===== src/design/cpfa_pkg.sv =====
// ----------------------------------------------------------------------------
// Coulomb pair force accumulator package
// Shared constants, register codes and the sequencer state type.
// ----------------------------------------------------------------------------
package cpfa_pkg;

	localparam int CPFA_MAX_BODIES = 32;
	localparam int CPFA_ACC_W      = 48;
	localparam int CPFA_DIV_NW     = 80;
	localparam int CPFA_DIV_DW     = 33;
	localparam int CPFA_CFG_IDX_W  = 1;

	localparam logic [31:0] CPFA_COULOMB_RST = 32'd65536;
	localparam logic [31:0] CPFA_DRAG_RST    = 32'd0;
	localparam logic [CPFA_ACC_W-1:0] CPFA_ACC_MAX = {1'b0, {(CPFA_ACC_W-1){1'b1}}};

	typedef enum logic [CPFA_CFG_IDX_W-1:0] {
		CFG_COULOMB_GAIN,
		CFG_DRAG_GAIN
	} cfg_reg_t;

	typedef enum logic [4:0] {
		ST_IDLE, ST_DRAG_X, ST_DRAG_Y, ST_LOAD_WR,
		ST_ROW, ST_ROW_LATCH, ST_PAIR_RD, ST_PAIR_CHK,
		ST_ABS, ST_SQ_X, ST_SQ_Y, ST_SQRT, ST_RADIUS, ST_AMP,
		ST_U, ST_U_WAIT, ST_M_LO, ST_M_HI, ST_Q1, ST_Q1_WAIT, ST_Q2, ST_Q2_WAIT,
		ST_ACC_A_RD, ST_ACC_A_WR, ST_ACC_B_RD, ST_ACC_B_WR, ST_NEXT,
		ST_OUT_RD, ST_OUT_PUT
	} cpfa_state_t;

endpackage


===== src/design/cpfa_div.sv =====
// ----------------------------------------------------------------------------
// Serial restoring divider
// Unsigned quotient of num by den, one quotient bit per cycle.
// ----------------------------------------------------------------------------
module cpfa_div import cpfa_pkg::*; #(
	parameter int NW = CPFA_DIV_NW,
	parameter int DW = CPFA_DIV_DW
) (
	input  logic          clk,
	input  logic          arst_n,
	input  logic          start,
	input  logic [NW-1:0] num,
	input  logic [DW-1:0] den,
	output logic          busy,
	output logic [NW-1:0] quo
);

	localparam int CNT_W = $clog2(NW + 1);

	logic [DW-1:0]    rem_q;
	logic [DW-1:0]    den_q;
	logic [NW-1:0]    quo_q;
	logic [CNT_W-1:0] cnt_q;
	logic             busy_q;
	logic [DW:0]      trial;
	logic [DW:0]      diff;
	logic             fits;

	assign trial = {rem_q, quo_q[NW-1]};
	assign diff  = trial - {1'b0, den_q};
	assign fits  = trial >= {1'b0, den_q};

	always_ff @(posedge clk or negedge arst_n) begin
		if (!arst_n) begin
			busy_q <= 1'b0;
			cnt_q  <= '0;
		end else if (start) begin
			busy_q <= 1'b1;
			cnt_q  <= CNT_W'(NW);
		end else if (busy_q) begin
			cnt_q <= cnt_q - CNT_W'(1);
			if (cnt_q == CNT_W'(1)) begin
				busy_q <= 1'b0;
			end
		end
	end

	always_ff @(posedge clk) begin
		if (start) begin
			rem_q <= '0;
			quo_q <= num;
			den_q <= den;
		end else if (busy_q) begin
			rem_q <= fits ? diff[DW-1:0] : trial[DW-1:0];
			quo_q <= {quo_q[NW-2:0], fits};
		end
	end

	assign busy = busy_q;
	assign quo  = quo_q;

endmodule


===== config.mk =====
export PLATFORM = sky130hd
export DESIGN_NAME = cpfa_div
export DESIGN_NICKNAME = d
export VERILOG_FILES = /design/src/design/cpfa_pkg.sv /design/src/design/cpfa_div.sv
export SDC_FILE = /design/constraint.sdc
export NUM_CORES = 1
export LEC_CHECK = 0
export ABC_AREA = 0
export BUFFER_PORTS_ARGS = -buffer_cell sky130_fd_sc_hd__buf_2
export CORE_MARGIN = 3
export CORE_UTILIZATION = 59
export DETAILED_ROUTE_END_ITERATION = 8
export PLACE_DENSITY = 0.95
export SLEW_MARGIN = 20
export SYNTH_ARGS = -nofsm -noshare
export SYNTH_HDL_FRONTEND = slang
export SYNTH_SLANG_ARGS = --single-unit

===== constraint.sdc =====
create_clock -name clk -period 4.8 [get_ports clk]
set_input_delay 0.24 -clock clk [delete_from_list [all_inputs] [get_ports clk]]
set_output_delay 0.24 -clock clk [all_outputs]
set_load 0.005 [all_outputs]

* Word-level counts from Yosys, hierarchy flattened
Cells that the tools add are included.
** Word-level totals
- Logic and storage cells :: 18
- Output and inout bits :: 81
- Flip-flop bits (word level) :: 154
- Input bits :: 116
** Cells by class
- Magnitude comparators :: 1
- $add $sub $neg :: 2
- Eq/ne operators :: 1
- Reduce and logical (&&, ||, !) cells :: 1
- Multiplexer cells :: 8
** Operator list (number)
- 80-bit 2-to-1 mux :: 2
- 34-bit by 33-bit greater-or-equal comparator with 1-bit output :: 1
- 33-bit 2-to-1 mux :: 1
- 33-bit subtractor :: 1
- 7-bit 2-to-1 mux :: 2
- 7-bit by 1-bit == test with 1-bit output, second input constant :: 1
- 7-bit by 1-bit subtractor with 7-bit output, second input constant :: 1
- 1-bit 2-to-1 mux :: 3
- 2-bit nonzero test :: 1

* Depth between registers and ports, before layout
Gate-level depths: netlist of the first run.
- Depth after elaboration :: 4
- Gate-level depth with buffers :: 13
- Gate-level depth less buffers :: 12

* Least setup slack after synthesis of the first run
No wires, ideal clock.
- Path type :: reg-to-reg
- From :: reg busy_q, in the netlist busy
- To :: reg quo_q[0], in the netlist quo[0] (enable)
- Period minus slack after synthesis :: 3.013 ns
- Library setup time :: 0.434 ns
- Path slack :: 1.787 ns
- Stages on the path, launching flop included :: 5
- Required time :: 4.366 ns
- Path buffers :: 2
- Arrival time :: 2.580 ns
- Cell sequence :: dfrtp_1 > clkbuf_1 > nor2_1 > clkbuf_1 > inv_1
** On the way
- Word-level cells in the longest chain between the ends :: 1
** RTL lines
- start, declared :: line cpfa_div.sv:24 : logic busy_q;
- start signal, assigned :: line cpfa_div.sv:35 : busy_q <= 1'b0;
- start signal, assigned :: line cpfa_div.sv:38 : busy_q <= 1'b1;
- start signal, assigned :: line cpfa_div.sv:43 : busy_q <= 1'b0;
- 2-bit nonzero test (no line)
- end signal, assigned :: line cpfa_div.sv:51 : quo_q <= num;
- end signal, assigned :: line cpfa_div.sv:55 : quo_q <= {quo_q[NW-2:0], fits};
- end, declared :: line cpfa_div.sv:22 : logic [NW-1:0] quo_q;
Every way passes these cells.
A chain may end at the register's enable or synchronous reset.

* Final worst setup path of the first run
- From :: reg quo_q[79], in the netlist quo[79]
- To :: reg rem_q[16]
** On the way
- Word-level cells in the longest chain between the ends :: 2
- Elaborated cells between the ends (all ways) :: 3
- Classes of those cells :: 1 x add/sub; 1 x order compare; 1 x mux
** RTL lines
- 33-bit subtractor or 34-bit by 33-bit greater-or-equal comparator with 1-bit output (tied branches) :: line cpfa_div.sv:30, cpfa_div.sv:31
- 33-bit 2-to-1 mux (*) :: line cpfa_div.sv:54 : rem_q <= fits ? diff[DW-1:0] : trial[DW-1:0];
- end signal, assigned :: line cpfa_div.sv:54
- end, declared :: line cpfa_div.sv:20 : logic [DW-1:0] rem_q;
Mark *: on every way between the ends. The rest lies on a longest branch, timed or not.

==> impl_metrics.xml, run 1 <==
<?xml version="1.0" encoding="UTF-8"?>
<metrics>
  <group name="setup_path">
    <metric name="critPathArrivalTime" unit="ps">3770</metric>
    <metric name="critPathMaxFanout" unit="">19</metric>
    <metric name="cpLargestDelayFamily" unit="">compound AO/OA/AOI/OAI gates</metric>
    <metric name="crit_path_max_cell_delay" unit="ps">430</metric>
    <metric name="path_cells" unit="">inv_1, ha_1, inv_1, fa_1, a211oi_2, o21ai_1, o2111ai_1, nand2_1, and4bb_1, o21ai_2, buf_4, nand3_1, a311oi_1</metric>
    <metric name="critical_path_class" unit="">reg2reg</metric>
    <metric name="cp_data_required_time" unit="ps">5140</metric>
    <metric name="crit_top_cell" unit="">sky130_fd_sc_hd__inv_1</metric>
    <metric name="worstSetupStartpointType" unit="">register</metric>
    <metric name="cp.buffers_inverters" unit="">3</metric>
    <metric name="worst_setup_path_end_kind" unit="">register</metric>
    <metric name="cp_max_stage_cell" unit="">sky130_fd_sc_hd__o21ai_2</metric>
  </group>
  <group name="synth">
    <metric name="synth_ff_type" unit="">sky130_fd_sc_hd__edfxtp_1</metric>
    <metric name="mean_syn_cell_area" unit="sq um">11.1</metric>
    <metric name="synth_enable_flop_cells" unit="">113</metric>
    <metric name="synth_fp_nets" unit="">914</metric>
    <metric name="main_combinational_cell_family_by_area_after_synthesis" unit="">compound AO/OA/AOI/OAI gates</metric>
    <metric name="synth-xor-area-share" unit="%">3.20</metric>
    <metric name="synth-warning-count" unit="">0</metric>
    <metric name="yosys-mux-area-fraction" unit="%">10.9</metric>
    <metric name="yosys_register_bits" unit="">154</metric>
    <metric name="synth.cell_area" unit="sq mm">0.00849</metric>
    <metric name="synth-compound-area-share" unit="%">15.6</metric>
    <metric name="synthCells" unit="">762</metric>
    <metric name="synth_top_cell_by_area" unit="">sky130_fd_sc_hd__edfxtp_1</metric>
    <metric name="synth_sequential_area_ratio" unit="%">50.1</metric>
    <metric name="post-synth-top-area-fraction" unit="%">39.9</metric>
    <metric name="yosys.area_share.adder" unit="%">5.39</metric>
    <metric name="yosys.cell_types.count" unit="">77</metric>
    <metric name="synth_simple_gate_area_share" unit="%">10.2</metric>
    <metric name="synth.top_cells.by_area" unit="">sky130_fd_sc_hd__edfxtp_1 (40%), sky130_fd_sc_hd__mux2_2 (11%), sky130_fd_sc_hd__dfxtp_1 (7.8%), sky130_fd_sc_hd__ha_1 (5.2%), sky130_fd_sc_hd__a21oi_1 (2.5%)</metric>
    <metric name="proportion_of_synthesized_flip_flops_having_asynchronous_set_or_reset" unit="%">5.19</metric>
  </group>
  <group name="timing">
    <metric name="timing.setup.tns" unit="ps">0</metric>
    <metric name="final_period_minus_worst_setup_slack" unit="ps">3420</metric>
    <metric name="report.final.setup_viol" unit="">0</metric>
    <metric name="maxClockFrequency" unit="MHz">292</metric>
    <metric name="timing.final.hold_violations" unit="">0</metric>
    <metric name="final_min_period_over_clock_period" unit="%">71.3</metric>
    <metric name="clock_skew" unit="ps">8.47</metric>
    <metric name="worst_hold_slack" unit="ps">98.4</metric>
    <metric name="max_slew_headroom" unit="%">32.0</metric>
    <metric name="rsz0062_at_grt" unit="">no</metric>
    <metric name="final_max_slew_viol_count" unit="">0</metric>
    <metric name="max_slew.worst_pin.slew" unit="ps">1020</metric>
  </group>
  <group name="cts">
    <metric name="cts-root-to-sink-buffers" unit="">2</metric>
    <metric name="worst_skew_pair.late_latency" unit="ps">440</metric>
    <metric name="cts.sink_count" unit="">154</metric>
    <metric name="cts_tree" unit="">done</metric>
    <metric name="cts_htree_levels" unit="">4</metric>
    <metric name="clockRootBuffer" unit="">sky130_fd_sc_hd__clkbuf_16</metric>
    <metric name="cts.reportedPaths.clkPinSlew" unit="ps">70</metric>
    <metric name="cts_inserted_buffers" unit="">17</metric>
    <metric name="post_cts_resize_count" unit="">0</metric>
  </group>
  <group name="power_and_ir_drop">
    <metric name="power_switching" unit="uW">1940</metric>
    <metric name="p_int" unit="uW">3210</metric>
    <metric name="cellLeakagePower" unit="uW">0.00445</metric>
    <metric name="ir_drop" unit="mV">0.382</metric>
    <metric name="pwr-share-seq" unit="%">35.9</metric>
    <metric name="power_frac_comb" unit="%">37.8</metric>
    <metric name="powerDensity" unit="mW/mm^2">492</metric>
    <metric name="power.share.switching" unit="%">37.7</metric>
    <metric name="clock_network_fraction_of_design_power" unit="%">26.3</metric>
  </group>
  <group name="die">
    <metric name="core_region_area" unit="sq mm">0.0140</metric>
    <metric name="die_w" unit="um">126</metric>
    <metric name="die_height" unit="um">126</metric>
    <metric name="initial_core_util" unit="%">60.7</metric>
    <metric name="dieArea" unit="sq mm">0.0159</metric>
    <metric name="row_count" unit="">43</metric>
    <metric name="count_of_boundary_i_o_pins" unit="">197</metric>
  </group>
  <group name="cells_and_area">
    <metric name="final-instance-count-excl-fill" unit="">1169</metric>
    <metric name="n_fill_cell" unit="">942</metric>
    <metric name="nNetsFinal" unit="">1127</metric>
    <metric name="syn2layout_area_growth" unit="%">23.3</metric>
    <metric name="final_layout_size_suffix_gt1_share" unit="%">33.5</metric>
  </group>
  <group name="placement">
    <metric name="place.detailed.instances" unit="">1102</metric>
    <metric name="port_buffers" unit="">196</metric>
    <metric name="dp.final_hpwl" unit="um">15900</metric>
    <metric name="gp_congestion" unit="">0.980</metric>
  </group>
  <group name="detailed_routing">
    <metric name="drc_errors" unit="">0</metric>
    <metric name="drt_pass1_iterations" unit="">6</metric>
    <metric name="vias_per_cell" unit="">6.20</metric>
    <metric name="wl_per_cell" unit="um">19.8</metric>
    <metric name="detail_route.wirelength" unit="um">23100</metric>
    <metric name="count_of_routing_violations_after_the_opening_detailed_route_iteration" unit="">796</metric>
    <metric name="via_count" unit="">7248</metric>
    <metric name="route.antenna.remaining_nets" unit="">0</metric>
  </group>
  <group name="worst_hold_path">
    <metric name="hp-class" unit="">in2reg</metric>
  </group>
  <group name="grt">
    <metric name="sum_of_overflow_across_all_layers_after_global_routing" unit="">0</metric>
    <metric name="pin_count_of_the_biggest_net_entering_global_routing" unit="">84</metric>
    <metric name="wire_length_of_the_first_global_routing_pass" unit="um">36000</metric>
    <metric name="first_global_vias" unit="">7102</metric>
    <metric name="grt_usage" unit="%">28.6</metric>
    <metric name="number_of_antenna_violations_at_the_first_check_in_global_routing" unit="">2</metric>
  </group>
  <group name="flow_run">
    <metric name="cap_violations" unit="">0</metric>
  </group>
  <group name="outcome">
    <metric name="run_status" unit="">complete, no violations</metric>
  </group>
</metrics>
## synth_stat cells, types with 5 or more instances
| cell | number |
|---|---|
| sky130_fd_sc_hd__edfxtp_1 | 113 |
| sky130_fd_sc_hd__mux2_2 | 80 |
| sky130_fd_sc_hd__nand2_1 | 49 |
| sky130_fd_sc_hd__inv_1 | 47 |
| sky130_fd_sc_hd__nor2_1 | 43 |
| sky130_fd_sc_hd__a21oi_1 | 42 |
| sky130_fd_sc_hd__ha_1 | 35 |
| sky130_fd_sc_hd__dfxtp_1 | 33 |
| sky130_fd_sc_hd__nand3_1 | 29 |
| sky130_fd_sc_hd__clkbuf_1 | 23 |
| sky130_fd_sc_hd__o21ai_1 | 23 |
| sky130_fd_sc_hd__a311oi_1 | 18 |
| sky130_fd_sc_hd__o21ai_0 | 18 |
| sky130_fd_sc_hd__xnor2_1 | 16 |
| sky130_fd_sc_hd__xor2_1 | 15 |
| sky130_fd_sc_hd__nor3_1 | 13 |
| sky130_fd_sc_hd__a21o_1 | 10 |
| sky130_fd_sc_hd__o31ai_1 | 10 |
| sky130_fd_sc_hd__nand4_1 | 9 |
| sky130_fd_sc_hd__o211ai_1 | 9 |
| sky130_fd_sc_hd__buf_2 | 8 |
| sky130_fd_sc_hd__dfrtp_1 | 8 |
| sky130_fd_sc_hd__a31oi_1 | 6 |
| sky130_fd_sc_hd__nand2b_1 | 5 |
| sky130_fd_sc_hd__nor2b_1 | 5 |
| sky130_fd_sc_hd__o21bai_1 | 5 |
## sequential cells by signal, summed over array words and instances, names as in the netlist
name / flops
cnt_q: 7
den_q: 33
quo: 80
rem_q: 33
busy: 1
## layout by cell type, fill, tap and decap left out, types with 18 or more instances in the layout
| master | count |
|---|---|
| sky130_fd_sc_hd__edfxtp_1 | 113 |
| sky130_fd_sc_hd__o21ai_0 | 18 |
| sky130_fd_sc_hd__dlygate4sd3_1 | 34 |
| sky130_fd_sc_hd__ha_1 | 35 |
| sky130_fd_sc_hd__nand2_1 | 49 |
| sky130_fd_sc_hd__o21ai_1 | 23 |
| sky130_fd_sc_hd__a311oi_1 | 18 |
| sky130_fd_sc_hd__nor2_1 | 43 |
| sky130_fd_sc_hd__mux2_2 | 80 |
| sky130_fd_sc_hd__nand3_1 | 29 |
| sky130_fd_sc_hd__dfxtp_1 | 33 |
| sky130_fd_sc_hd__a21oi_1 | 42 |
| sky130_fd_sc_hd__inv_1 | 46 |
| sky130_fd_sc_hd__buf_2 | 195 |
## worst paths after layout
| check | cells after the start | end | slack, ps | startpoint |
|---|---|---|---|---|
| max | 13 | rem_q[16] | 1380 | quo[79] |
| min reg2reg | 2 | rem_q[2] | 480 | rem_q[2] |
| min in group asynchronous | 2 | cnt_q[3] | 180 | arst_n |
| max in group asynchronous | 2 | busy | 4440 | arst_n |
| min | 2 | quo[21] | 100 | num[21] |
| max reg2reg | 13 | rem_q[16] | 1380 | quo[79] |
## cell type report
cell class                      instances  area [sq um]  area share [%]
Sequential cell                       154          4260            40.6
Multi-Input combinational cell        517          3850            36.7
Timing Repair Buffer                  237          1380            13.1
Clock buffer                           17           425            4.06
Tap cell                              180           225            2.15
Inverter                               48           180            1.72
Clock inverter                         15           163            1.55
Antenna cell                            1          2.50          0.0239
## power groups by stage
stage | registers [uW] | clock network (uW) | logic, uW
after floorplan | 1820 | 0 | 1430
after CTS | 1840 | 1360 | 1900
final | 1850 | 1350 | 1950
after detailed placement | 1860 | 0 | 1850
after global routing | 1870 | 1410 | 2120
after global placement | 1850 | 0 | 1800
## per-layer routing
metal | vias up | share of wire (%) | GRT usage (%)
met2 | 411 | 49 | 47.8
met4 | 2 | 3.5 | 11.4
li1 | 3309 | - | -
met1 | 3442 | 40 | 35.7
met5 | - | 0.035 | 0
met3 | 84 | 7.6 | 7.51
## cells by family (layout without fill, tap and decap cells)
group / after synthesis / count (layout)
muxes: 82 / 82
other: 0 / 1
and+or+nand+nor: 177 / 177
DFF: 154 / 154
buffers and inverters: 91 / 317
adders and majority gates: 36 / 36
xor gates and xnor gates: 31 / 31
AOI/OAI and AO/OA: 191 / 191
## metrics by stage
step                      setup slack, ps  area [sq um]  total power, uW  util, %
after CTS                            1400         10500             5100     74.9
after global placement               1560          9540             3650     68.2
final                                1380         10500             5150     74.9
after floorplan                      1790          8490             3250        -
after detailed placement             1410          9540             3710     68.2
after global routing                 1070         10500             5410     74.9
## repair_timing
action	CTS	global route
endpoints found under the hold margin	41	0
hold buffers	34	0
setup buffers	0	0
Note: power is estimated with default switching activity, not from simulation.
==> run 2: changes to the inputs <==
- CORE_UTILIZATION: 59 -> 49
- PLACE_DENSITY: 0.95 -> 0.86
- clock period: 4.8 -> 3.08 ns (I/O delays scaled with it)
==> impl_metrics.xml, run 2 (synthesized netlist as in run 1, its figures left out) <==
<?xml version="1.0" encoding="UTF-8"?>
<metrics>
  <group name="die">
    <metric name="row_count" unit="">47</metric>
    <metric name="initial_core_util" unit="%">50.7</metric>
    <metric name="die_w" unit="um">138</metric>
    <metric name="core_region_area" unit="sq mm">0.0168</metric>
    <metric name="die_height" unit="um">138</metric>
    <metric name="count_of_boundary_i_o_pins" unit="">197</metric>
    <metric name="dieArea" unit="sq mm">0.0190</metric>
  </group>
  <group name="detailed_routing">
    <metric name="count_of_routing_violations_after_the_opening_detailed_route_iteration" unit="">570</metric>
    <metric name="drc_errors" unit="">0</metric>
    <metric name="wl_per_cell" unit="um">19.2</metric>
    <metric name="route.antenna.remaining_nets" unit="">0</metric>
    <metric name="via_count" unit="">7194</metric>
    <metric name="detail_route.wirelength" unit="um">23600</metric>
    <metric name="drt_pass1_iterations" unit="">5</metric>
    <metric name="vias_per_cell" unit="">5.85</metric>
  </group>
  <group name="timing">
    <metric name="maxClockFrequency" unit="MHz">337</metric>
    <metric name="max_slew_headroom" unit="%">41.7</metric>
    <metric name="final_period_minus_worst_setup_slack" unit="ps">2970</metric>
    <metric name="rsz0062_at_grt" unit="">yes</metric>
    <metric name="final_min_period_over_clock_period" unit="%">96.4</metric>
    <metric name="fin_worst_setup_slack" unit="ps">110</metric>
    <metric name="max_slew.worst_pin.slew" unit="ps">875</metric>
    <metric name="clock_skew" unit="ps">10.4</metric>
    <metric name="final_max_slew_viol_count" unit="">0</metric>
    <metric name="report.final.setup_viol" unit="">0</metric>
    <metric name="timing.final.hold_violations" unit="">0</metric>
  </group>
  <group name="grt">
    <metric name="grt_usage" unit="%">23.8</metric>
    <metric name="first_global_vias" unit="">6995</metric>
    <metric name="sum_of_overflow_across_all_layers_after_global_routing" unit="">0</metric>
    <metric name="number_of_antenna_violations_at_the_first_check_in_global_routing" unit="">0</metric>
    <metric name="wire_length_of_the_first_global_routing_pass" unit="um">35300</metric>
    <metric name="pin_count_of_the_biggest_net_entering_global_routing" unit="">67</metric>
  </group>
  <group name="worst_hold_path">
    <metric name="hp-start" unit="">num[8]</metric>
    <metric name="whs_path_depth" unit="">2</metric>
    <metric name="hp-class" unit="">in2reg</metric>
    <metric name="hold_end" unit="">quo[8]</metric>
  </group>
  <group name="cells_and_area">
    <metric name="syn2layout_area_growth" unit="%">26.6</metric>
    <metric name="layout_common_cells" unit="">sky130_fd_sc_hd__buf_2 (195), sky130_fd_sc_hd__edfxtp_1 (113), sky130_fd_sc_hd__mux2_2 (80), sky130_fd_sc_hd__nand2_1 (48), sky130_fd_sc_hd__inv_1 (46)</metric>
    <metric name="final_layout_size_suffix_gt1_share" unit="%">35.4</metric>
    <metric name="largest_register_ffs" unit="">80</metric>
    <metric name="nNetsFinal" unit="">1148</metric>
    <metric name="most_common_cell_after_layout_fill_and_taps_aside" unit="">sky130_fd_sc_hd__buf_2</metric>
    <metric name="finalInstanceArea" unit="sq mm">0.0108</metric>
    <metric name="n_antenna_cell" unit="">0</metric>
    <metric name="final-instance-count-excl-fill" unit="">1229</metric>
  </group>
  <group name="placement">
    <metric name="dp.final_hpwl" unit="um">16400</metric>
    <metric name="gp_congestion" unit="">0.907</metric>
    <metric name="placed_cell_area" unit="sq mm">0.00974</metric>
    <metric name="post-place-ws" unit="ps">115</metric>
    <metric name="place.detailed.instances" unit="">1159</metric>
    <metric name="port_buffers" unit="">196</metric>
  </group>
  <group name="power_and_ir_drop">
    <metric name="power.share.switching" unit="%">37.7</metric>
    <metric name="clock_network_fraction_of_design_power" unit="%">26.2</metric>
    <metric name="pwr-share-seq" unit="%">34.8</metric>
    <metric name="power_frac_comb" unit="%">39.0</metric>
    <metric name="powerDensity" unit="mW/mm^2">769</metric>
    <metric name="p_int" unit="uW">5150</metric>
    <metric name="power_switching" unit="uW">3120</metric>
    <metric name="cellLeakagePower" unit="uW">0.00458</metric>
    <metric name="ir_drop" unit="mV">0.530</metric>
  </group>
  <group name="cts">
    <metric name="cts.reportedPaths.clkPinSlew" unit="ps">70</metric>
    <metric name="cts.sink_count" unit="">154</metric>
    <metric name="cts-root-to-sink-buffers" unit="">2</metric>
    <metric name="clockRootBuffer" unit="">sky130_fd_sc_hd__clkbuf_16</metric>
    <metric name="worst_skew_pair.late_latency" unit="ps">430</metric>
    <metric name="cts_htree_levels" unit="">4</metric>
    <metric name="cts_tree" unit="">done</metric>
    <metric name="cts_inserted_buffers" unit="">17</metric>
  </group>
  <group name="setup_path">
    <metric name="critPathMaxFanout" unit="">8</metric>
    <metric name="cp_data_required_time" unit="ps">3400</metric>
    <metric name="critical_path.startpoint" unit="">rem_q[19]</metric>
    <metric name="timing.rr.end" unit="">rem_q[27]</metric>
    <metric name="worst_setup_path_end_kind" unit="">register</metric>
    <metric name="critPathArrivalTime" unit="ps">3290</metric>
    <metric name="worstSetupStartpointType" unit="">register</metric>
    <metric name="reg2reg_setup_slack" unit="ps">110</metric>
    <metric name="rr_worst_depth" unit="">8</metric>
    <metric name="critical_path_class" unit="">reg2reg</metric>
    <metric name="regToRegStartpoint" unit="">rem_q[19]</metric>
  </group>
  <group name="flow_run">
    <metric name="cap_violations" unit="">0</metric>
  </group>
  <group name="outcome">
    <metric name="run_status" unit="">complete, no violations</metric>
  </group>
</metrics>
run 2: cell count changes in the layout (fill, tap and decap cells not counted), sizes merged:
cell      previous run  this run
clkinvlp             4         2
clkbuf              17        18
clkinv               4         2
diode                1         0
buf                203       223
inv                 54        58
run 2: worst max-delay path: stages (launching register included):
cell and delay, ps:
sky130_fd_sc_hd__dfxtp_1 340, sky130_fd_sc_hd__ha_1 410, sky130_fd_sc_hd__a2111oi_1 730, sky130_fd_sc_hd__o211ai_1 210, sky130_fd_sc_hd__o211ai_1 200, sky130_fd_sc_hd__a21boi_1 430, sky130_fd_sc_hd__o21bai_1 170, sky130_fd_sc_hd__xor2_1 160
sky130_fd_sc_hd__a31o_1 210
run 2: power by group through the flow:
stage / Clock [uW] / Combinational [uW] / Sequential [uW]
after floorplan: 0 / 2230 / 2840
after global placement: 0 / 2950 / 2890
after detailed placement: 0 / 3030 / 2900
after CTS: 2190 / 3090 / 2870
after global routing: 2270 / 3530 / 2920
final: 2170 / 3230 / 2880
run 2: what timing repair did:
item,in CTS,in global routing
hold buffers,34,0
endpoints found under the hold margin,41,0
resized for setup,0,13
buffers inserted,0,3
endpoints found under the setup margin,0,32
run 2: routing by layer:
layer | global-route usage (%) | vias to the layer above | part of all wire, %
li1 | - | 3349 | -
met1 | 32.2 | 3457 | 42
met2 | 37.2 | 324 | 49
met3 | 5.00 | 64 | 6.6
met4 | 10.0 | 0 | 2.8
met5 | 0 | - | 0
run 2: through the flow:
step / power [uW] / utilization [%] / TNS (ps) / hold WS, ps
2_1_floorplan: 5070 / - / 0 / -142
3_3_place_gp: 5840 / 58.1 / 0 / 5.73
3_5_place_dp: 5920 / 58.1 / 0 / 8.71
4_1_cts: 8140 / 63.7 / 0 / 4.90
5_1_grt: 8710 / 64.2 / -86.5 / 10.9
6_report: 8270 / 64.2 / 0 / 19.4
run 2: final cells by class:
class / count / area (sq um)
Clock buffer: 17 / 425
Clock inverter: 15 / 173
Fill cell: 1291 / 6010
Inverter: 48 / 180
Multi-Input combinational cell: 517 / 3890
Sequential cell: 154 / 4260
Tap cell: 220 / 275
Timing Repair Buffer: 258 / 1550
run 2: worst max-delay path by stage:
stage / end / cells after the start
after floorplan: quo[0] / 4
after global placement: rem_q[32] / 12
after detailed placement: rem_q[28] / 12
after CTS: rem_q[32] / 12
after global routing: rem_q[27] / 9
final: rem_q[27] / 8
